==> src/rtl/mted_pkg.sv <==
// Shared types and constants for the transfer-encoding detector.
package mted_pkg;

  localparam int LINE_BITS = 11;
  localparam logic [LINE_BITS-1:0] LINE_MAX_LEN = 11'd990;
  localparam logic [LINE_BITS-1:0] LINE_SAT = 11'd2047;

  localparam logic [7:0] BYTE_NUL = 8'h00;
  localparam logic [7:0] BYTE_TAB = 8'h09;
  localparam logic [7:0] BYTE_LF = 8'h0A;
  localparam logic [7:0] BYTE_CR = 8'h0D;
  localparam logic [7:0] CTRL_LIMIT = 8'h20;
  localparam logic [7:0] HIGH_BYTE = 8'h80;

  localparam logic [1:0] ENC_7BIT = 2'd0;
  localparam logic [1:0] ENC_8BIT = 2'd1;
  localparam logic [1:0] ENC_QP = 2'd2;
  localparam logic [1:0] ENC_BASE64 = 2'd3;

  typedef struct packed {
    logic [7:0] data_byte;
    logic last_byte;
  } in_word_t;

  typedef struct packed {
    logic [1:0] encoding_kind;
    logic binary_found;
  } out_word_t;

endpackage

==> src/rtl/mted_stats.sv <==
// Body statistics counters and encoding decision.
module mted_stats import mted_pkg::*; #(
  parameter int COUNT_BITS = 32
) (
  input  logic      clk,
  input  logic      rst,
  input  logic      take,
  input  in_word_t  word,
  input  logic      force_seven_bit,
  output out_word_t result
);

  localparam int TEN_BITS = COUNT_BITS + 4;
  localparam logic [TEN_BITS-1:0] TEN = TEN_BITS'(10);

  logic [COUNT_BITS-1:0] total_count, total_count_next;
  logic [COUNT_BITS-1:0] special_count, special_count_next;
  // ten times special_count, kept so that the tenth test needs no divider
  logic [TEN_BITS-1:0]   ten_special, ten_special_next;
  logic [LINE_BITS-1:0]  line_length, line_length_next;
  logic                  long_line_seen, long_line_seen_next;
  logic                  nul_seen, nul_seen_next;

  logic                  is_special;
  logic [LINE_BITS:0]    line_sum;
  logic [LINE_BITS-1:0]  line_sat;

  assign is_special = (word.data_byte < CTRL_LIMIT || word.data_byte >= HIGH_BYTE) &&
                      word.data_byte != BYTE_TAB && word.data_byte != BYTE_CR &&
                      word.data_byte != BYTE_LF;
  assign line_sum = {1'b0, line_length} + (is_special ? (LINE_BITS+1)'(3) : (LINE_BITS+1)'(1));
  assign line_sat = (line_sum > {1'b0, LINE_SAT}) ? LINE_SAT : line_sum[LINE_BITS-1:0];

  always_comb begin
    total_count_next    = total_count;
    special_count_next  = special_count;
    ten_special_next    = ten_special;
    line_length_next    = line_length;
    long_line_seen_next = long_line_seen;
    nul_seen_next       = nul_seen;
    if (!nul_seen) begin
      if (!(&total_count)) begin
        total_count_next = total_count + COUNT_BITS'(1);
      end
      if (is_special && !(&special_count)) begin
        special_count_next = special_count + COUNT_BITS'(1);
        ten_special_next   = ten_special + TEN;
      end
      if (word.data_byte == BYTE_NUL) begin
        nul_seen_next = 1'b1;
      end
      if (word.data_byte == BYTE_LF) begin
        line_length_next = '0;
      end else begin
        line_length_next = line_sat;
        if (line_sat > LINE_MAX_LEN) begin
          long_line_seen_next = 1'b1;
        end
      end
    end
  end

  // special > total / 10 is the same as total < 10 * special
  always_comb begin
    result.binary_found = nul_seen_next;
    if (nul_seen_next) begin
      result.encoding_kind = ENC_BASE64;
    end else if (force_seven_bit || long_line_seen_next) begin
      result.encoding_kind = ({4'b0, total_count_next} < ten_special_next) ? ENC_BASE64 : ENC_QP;
    end else begin
      result.encoding_kind = (special_count_next != '0) ? ENC_8BIT : ENC_7BIT;
    end
  end

  always_ff @(posedge clk) begin
    if (rst || (take && word.last_byte)) begin
      total_count    <= '0;
      special_count  <= '0;
      ten_special    <= '0;
      line_length    <= '0;
      long_line_seen <= 1'b0;
      nul_seen       <= 1'b0;
    end else if (take) begin
      total_count    <= total_count_next;
      special_count  <= special_count_next;
      ten_special    <= ten_special_next;
      line_length    <= line_length_next;
      long_line_seen <= long_line_seen_next;
      nul_seen       <= nul_seen_next;
    end
  end

endmodule

==> src/rtl/mime_transfer_encoding_detect_core.sv <==
// Top level of the MIME content-transfer-encoding detector.
//
// Body bytes arrive on the byte channel (byte_valid, byte_stall, byte_word), one
// word per cycle while byte_stall is low; last_byte marks the final byte of a body. For each body one
// result word leaves on the result channel (result_valid, result_stall,
// result_word) carrying the chosen encoding and the NUL flag.
// A byte word lands in an input register, from which the counter update runs;
// on a last byte the decision is written to the result register.
// result_valid rises when that write is made, which waits while an earlier
// result is still stalled in the register.
// Throughput is one byte per cycle while byte_stall is low, set by the single counter update stage.
// While the result register is full and stalled, ordinary bytes still flow;
// only a last byte waits in the input register, which then stalls the input.
// force_seven_bit is set via cfg_write_en/cfg_write_data; users must write it only while idle (not enforced).
// Synchronous reset clears the counters, both valid flags and force_seven_bit.
module mime_transfer_encoding_detect_core import mted_pkg::*; #(
  parameter int COUNT_BITS = 32
) (
  input  logic      clk,
  input  logic      rst,
  input  logic      byte_valid,
  output logic      byte_stall,
  input  in_word_t  byte_word,
  output logic      result_valid,
  input  logic      result_stall,
  output out_word_t result_word,
  input  logic      cfg_write_en,
  input  logic      cfg_write_data
);

  logic      hold_valid;
  in_word_t  hold_word;
  logic      advance;
  logic      force_seven_bit;
  out_word_t stats_result;

  assign advance    = hold_valid && (!hold_word.last_byte || !result_valid || !result_stall);
  assign byte_stall = hold_valid && !advance;

  always_ff @(posedge clk) begin
    if (rst) begin
      force_seven_bit <= 1'b0;
    end else if (cfg_write_en) begin
      force_seven_bit <= cfg_write_data;
    end
  end

  always_ff @(posedge clk) begin
    if (rst) begin
      hold_valid <= 1'b0;
    end else if (!byte_stall) begin
      hold_valid <= byte_valid;
    end
  end

  always_ff @(posedge clk) begin
    if (byte_valid && !byte_stall) begin
      hold_word <= byte_word;
    end
  end

  mted_stats #(
    .COUNT_BITS(COUNT_BITS)
  ) u_stats (
    .clk(clk),
    .rst(rst),
    .take(advance),
    .word(hold_word),
    .force_seven_bit(force_seven_bit),
    .result(stats_result)
  );

  always_ff @(posedge clk) begin
    if (rst) begin
      result_valid <= 1'b0;
    end else if (advance && hold_word.last_byte) begin
      result_valid <= 1'b1;
    end else if (!result_stall) begin
      result_valid <= 1'b0;
    end
  end

  always_ff @(posedge clk) begin
    if (advance && hold_word.last_byte) begin
      result_word <= stats_result;
    end
  end

  a_nul_gives_base64: assert property (@(posedge clk) disable iff (rst)
    result_valid && result_word.binary_found |-> result_word.encoding_kind == ENC_BASE64)
    else $error("binary body not reported as base64");

  a_last_blocked: assert property (@(posedge clk) disable iff (rst)
    hold_valid && hold_word.last_byte && result_valid && result_stall |-> byte_stall)
    else $error("last byte taken while result register blocked");

  a_result_follows_last: assert property (@(posedge clk) disable iff (rst)
    advance && hold_word.last_byte |=> result_valid)
    else $error("result missing after last byte");

  a_plain_byte_flows: assert property (@(posedge clk) disable iff (rst)
    hold_valid && !hold_word.last_byte |-> !byte_stall)
    else $error("input stalled behind a non-final byte");

endmodule

==> config.mk <==
export PLATFORM = sky130hd
export DESIGN_NAME = mime_transfer_encoding_detect_core
export DESIGN_NICKNAME = d
export VERILOG_FILES = /design/src/rtl/mted_pkg.sv /design/src/rtl/mted_stats.sv /design/src/rtl/mime_transfer_encoding_detect_core.sv
export SDC_FILE = /design/constraint.sdc
export NUM_CORES = 1
export LEC_CHECK = 0
export BUFFER_PORTS_ARGS = -buffer_cell sky130_fd_sc_hd__buf_2
export CORE_MARGIN = 2
export CORE_UTILIZATION = 55
export CTS_BUF_LIST = sky130_fd_sc_hd__clkbuf_16
export CTS_CLUSTER_SIZE = 40
export DETAILED_ROUTE_END_ITERATION = 10
export PLACE_DENSITY = 0.74
export SETUP_SLACK_MARGIN = 0.4
export SKIP_CTS_REPAIR_TIMING = 1
export SYNTH_ARGS = -nofsm -noshare
export SYNTH_HDL_FRONTEND = slang
export SYNTH_SLANG_ARGS = --single-unit
==> constraint.sdc <==
create_clock -name clk -period 4.4 [get_ports clk]
set_input_delay 0.66 -clock clk [delete_from_list [all_inputs] [get_ports clk]]
set_output_delay 0.66 -clock clk [all_outputs]
set_load 0.03 [all_outputs]
# Word-level counts from Yosys, hierarchy flattened
# Cells that the tools add are included.
[totals]
regBits = 128
out_inout_bits = 5
[classes]
n_lt_le_gt_ge = 5
addsub = 4
mux = 19
eq_ne = 5
n_bitwise = 1
reduce_logical = 24
[ops]
columns = ["cell", "n"]
rows = [
  ["32-bit 2-to-1 mux", 4],
  ["36-bit 2-to-1 mux", 2],
  ["32-bit by 1-bit adder with 32-bit output (second input constant)", 2],
  ["32-bit AND reduction", 2],
  ["36-bit by 4-bit adder with 36-bit output (second input constant)", 1],
  ["32-bit by 36-bit < comparator with 1-bit output", 1],
  ["32-bit nonzero test", 1],
  ["8-bit by 4-bit != test with 1-bit output (second input constant)", 3],
  ["11-bit 2-to-1 mux", 2],
  ["11-bit by 12-bit adder with 12-bit output", 1],
  ["12-bit by 11-bit greater-than comparator with 1-bit output (second input constant)", 1],
  ["11-bit by 10-bit greater-than comparator with 1-bit output (second input constant)", 1],
  ["1-bit 2-to-1 mux", 9],
  ["8-bit by 4-bit equality test with 1-bit output (second input constant)", 1],
  ["8-bit >= comparator (second input constant)", 1],
  ["1-bit logical AND", 8],
  ["8-bit zero test", 1],
  ["8-bit by 6-bit < comparator with 1-bit output (second input constant)", 1],
  ["1-bit zero test", 6],
  ["1-bit logical OR", 5],
  ["2-bit 2-to-1 mux", 2],
  ["2-bit by 1-bit != test with 1-bit output (second input constant)", 1],
  ["2-bit AND reduction", 1],
  ["1-bit inverter", 1],
]

# Logic depth before layout (Yosys ltp)
[depth]
word_depth = 15
mapped_depth = 20

# Cells and area by module
# A second synthesis with hierarchy kept.
[hier_totals]
cells_unflattened = 1045
hier_area_um2 = 8428.1
[by_module_without_submodules]
columns = ["mod", "cells_each", "area_per_inst_um2", "n_inst", "seq_area_each_um2"]
rows = [
  ["mted_stats", 1017, 7941.4, 1, 2242.2],
  ["mime_transfer_encoding_detect_core", 28, 486.7, 1, 420.4],
]

# Least setup slack after synthesis
# OpenSTA, ideal clock, no wires.
[synth_timing]
kind = "flip-flop to flip-flop"
startpoint = "reg u_stats.special_count[0]"
endpoint = "reg result_word[1] (netlist name), data pin"
t_required_ps = 4133
t_arrival_ps = 4258
period_less_slack_ps = 4525
path_stages_with_launch = 19
n_path_buf = 2
slack_ps = -125
cell_sequence = "dfxtp_1 -> ha_1 -> nand4_2 -> or4_4 -> or3_1 -> buf_2 -> and3_1 -> clkbuf_1 -> and4_1 -> nand2_1 -> xor2_1 -> ha_1 -> nand4_1 -> nor4_1 -> nand2_1 -> or4_1 -> o221a_2 -> a211oi_1 -> o22ai_1"
[synth_via]
elab_chain_len = 8
[synth_rtl]
columns = ["item", "line_no", "source"]
rows = [
  ["start, declared", "mted_stats.sv:17", "logic [COUNT_BITS-1:0] special_count, special_count_next;"],
  ["start signal, assigned", "mted_stats.sv:85", "special_count <= special_count_next;"],
  ["32-bit AND reduction", "mted_stats.sv:45", "if (is_special && !(&special_count)) begin"],
  ["1-bit zero test", "mted_stats.sv:45", ""],
  ["1-bit logical AND", "mted_stats.sv:45", ""],
  ["36-bit 2-to-1 mux / 32-bit 2-to-1 mux (equally long branches)", "mted_stats.sv:45", ""],
  ["36-bit 2-to-1 mux / 32-bit 2-to-1 mux (equally long branches)", "mted_stats.sv:41", "if (!nul_seen) begin"],
  ["32-bit by 36-bit < comparator with 1-bit output / 32-bit nonzero test (equally long branches)", "mted_stats.sv:69, mted_stats.sv:71", ""],
  ["1-bit 2-to-1 mux (on tied branches)", "mted_stats.sv:69, mted_stats.sv:71", ""],
  ["2-bit 2-to-1 mux (*)", "mted_stats.sv:68", "end else if (force_seven_bit || long_line_seen_next) begin"],
  ["end signal, assigned", "mime_transfer_encoding_detect_core.sv:85", "result_word <= stats_result;"],
  ["end, declared", "mime_transfer_encoding_detect_core.sv:26", "output out_word_t result_word,"],
]
# Mark *: on every way between the ends. The rest lies on a longest branch, timed or not.
# A chain may end at the register's enable or synchronous reset.

# Worst setup path in the final report
# Ends and elaborated chain as after synthesis.

==> results.cfg <==
[detailed_routing]
drc = 0
first_pass_iters = 5
drt-wirelength-per-cell_um = 16.1
drt-initial-drc-count = 694
vias = 7622
vias_per_cell = 5.99
routed_wl_um = 20500
drt.antenna.violating_nets = 0

[status]
outcome = finished, final reports clean

[floorplanning]
die_x_um = 126
row_count = 44
io_pins = 20
initial_core_util = 0.562
die-area_mm2 = 0.0159
die_h_um = 126
core_mm2 = 0.0145

[clock_network]
cts.sinks = 127
clk_latency_ns = 0.43
htree_num_levels = 4
path_clk_slew_ns = 0.06
clock_path_buffers = 2
cts-root-buf = clkbuf_16
cts_tree = built
numCtsBuffers = 17

[timing]
setup-violations-final = 0
maxSlewViolCount = 0
period_needed_ns = 4.26
fmax_mhz = 235
hold_viol_final = 0
relSlewSlack = 0.409
rsz0062_at_grt = yes
max_slew.worst_pin.slew_ns = 0.883
skew_ns = 0.00898
fin_crit_sh = 0.969
fin_tns_setup_ns = 0

[power]
p_leak_nw = 3.42
combinationalPowerShare = 0.048
pwr-share-clk = 0.516
ir_worst_vdd_mv = 0.257
p_sw_mw = 0.669
powerDensity_mw_per_mm2 = 292
intPower_mw = 2.06
swShare = 0.245
power_frac_seq = 0.436

[grt]
grt_antenna_before_repair = 0
grt_usage = 0.260
overflow = 0
grt_max_degree = 57
grt_pass1_vias = 7019
grt_first_pass_wirelength_um = 34000

[placement]
hpwlAfterDp_um = 13900
gp_congestion = 0.918
io_buffers = 19

[synth]
ys_async_sr_fraction = 0
ys.flop_type = dfxtp_1
ys_seq_area_frac = 0.326
synth_area_leader_cell = dfxtp_1
ys_top_cells_by_area = dfxtp_1 28%, xor2_1 8.4%, xnor2_1 7.8%, nor2_1 7.3%, ha_1 5.2%
avgSynthCellArea_um2 = 7.78
ys_ff_latch = 127
syn-cell-area_mm2 = 0.00817
synth_nets = 1100
ys_types = 58
synth_edf_count = 12
synth_most_common_cell = nor2_1
yosys_warnings = 0
netlist_top_cells_count = 158 x nor2_1, 115 x dfxtp_1, 100 x nand2_1
synth_top_cell_area_share = 0.282
synth_cells = 1050

[run]
cap_violations = 0

[worst_setup_path]
cp.required_ns = 4.56
path_class = reg -> reg
crit_fanout = 6
crit_path_start_kind = flop
crit_path_end_kind = flop
critPathArrivalTime_ns = 4.43

[cells_and_area]
area_growth_pct = 14.4
num_antenna_cells = 0
utilization = 0.643
drive_above_1_share = 0.124
nets = 1126

[worst_hold_path]
min_path_type = in -> reg
routing by layer:
layer / up-vias / global-route usage / routed length, µm
met1: 3580 / 0.367 / 9620
met3: 37 / 0.0408 / 1160
li1: 3744 / - / -
met4: 0 / 0.0931 / 414
met2: 261 / 0.405 / 9280
met5: - / 0 / 0
sequential cells by signal, indices dropped and copies added, names as in the netlist:
register,cells
u_stats.line_length,11
hold_word,9
u_stats.total_count,32
result_valid,1
result_word,3
hold_valid,1
u_stats.ten_special,35
u_stats.long_line_seen,1
force_seven_bit,1
u_stats.nul_seen,1
u_stats.special_count,32
cells in the final DEF, fill, tap and decap left out, types with 4 or more instances in the layout:
cell type and count:
nor2_1 158, dfxtp_1 110, nand2_1 98, xor2_1 78, xnor2_1 73, nand3_1 52, nand4_1 51, a21oi_1 49
buf_4 48, nor3_1 41, ha_1 33, o21ai_0 32, or3_1 21, buf_2 19, inv_1 18, and3_1 18
clkbuf_16 17, and2_1 12, a21o_1 12, edfxtp_1 12, nor4_1 10, a211oi_1 8, mux2i_1 6, and4_1 6
inv_6 6, nor3_2 5, o21a_1 5, a31oi_1 5, o31ai_1 5, or4_1 4, o22ai_1 4
cells by family (layout without fill, tap and decap cells):
logic type               Yosys count  after routing  synth area share
multiplexers                       7              7           0.00873
adder cells (fa/ha/maj)           35             35            0.0545
buffers and inverters             79            118            0.0380
XOR/XNOR                         151            151             0.162
flip-flops                       127            127             0.326
AO/OA/AOI/OAI                    146            146             0.112
AND/OR/NAND/NOR                  505            505             0.299
path summary, 6_finish.rpt:
path / start / end / slack, ns / cells past startpoint
worst min register to register: u_stats.long_line_seen / u_stats.long_line_seen / 0.48 / 2
worst max-delay path: u_stats.special_count[0] / result_word[1] / 0.14 / 16
worst min-delay path: byte_word[2] / hold_word[2] / 0.40 / 1
worst max register to register: u_stats.special_count[0] / result_word[1] / 0.14 / 16
per-stage QoR:
stage	hold slack [ns]	total power, mW	setup WS, ns	area [µm²]	std cells
CTS	0.388	2.75	0.0134	9200	1266
detailed placement	0.456	1.34	0.0308	8620	1234
global route	0.389	2.81	0.00288	9350	1273
finish	0.400	2.73	0.138	9350	1273
floorplan	0.438	1.30	0.271	8240	1050
global placement	0.458	1.34	0.173	8620	1234
cell type report:
class	count	area, µm²
Sequential cell	127	2670
Tap cell	184	230
Clock buffer	17	425
Timing Repair Buffer	68	467
Fill cell	1275	5180
Multi-Input combinational cell	844	5330
Inverter	18	67.6
Clock inverter	15	158
critical path: stages, from the launching register on:
cell      delay [ns]
dfxtp_4         0.36
ha_4            0.14
nand4_4         0.07
or4_4           0.56
or3_4           0.42
and3_4          0.21
and4_4          0.20
nand2_2         0.06
xor2_1          0.06
ha_1            0.29
nand4_1         0.13
nor4_1          0.30
nand2_1         0.13
or4_1           0.41
o221a_2         0.32
a211oi_2        0.24
o22ai_1         0.09
power by group through the flow:
stage | Sequential [mW] | Combinational, mW | Clock, mW
3_5_place_dp | 1.22 | 0.128 | 0
3_3_place_gp | 1.22 | 0.126 | 0
6_report | 1.19 | 0.131 | 1.41
2_1_floorplan | 1.22 | 0.0849 | 0
5_1_grt | 1.19 | 0.145 | 1.47
4_1_cts | 1.19 | 0.129 | 1.43
No activity file was read; power rests on OpenSTA's default activity.
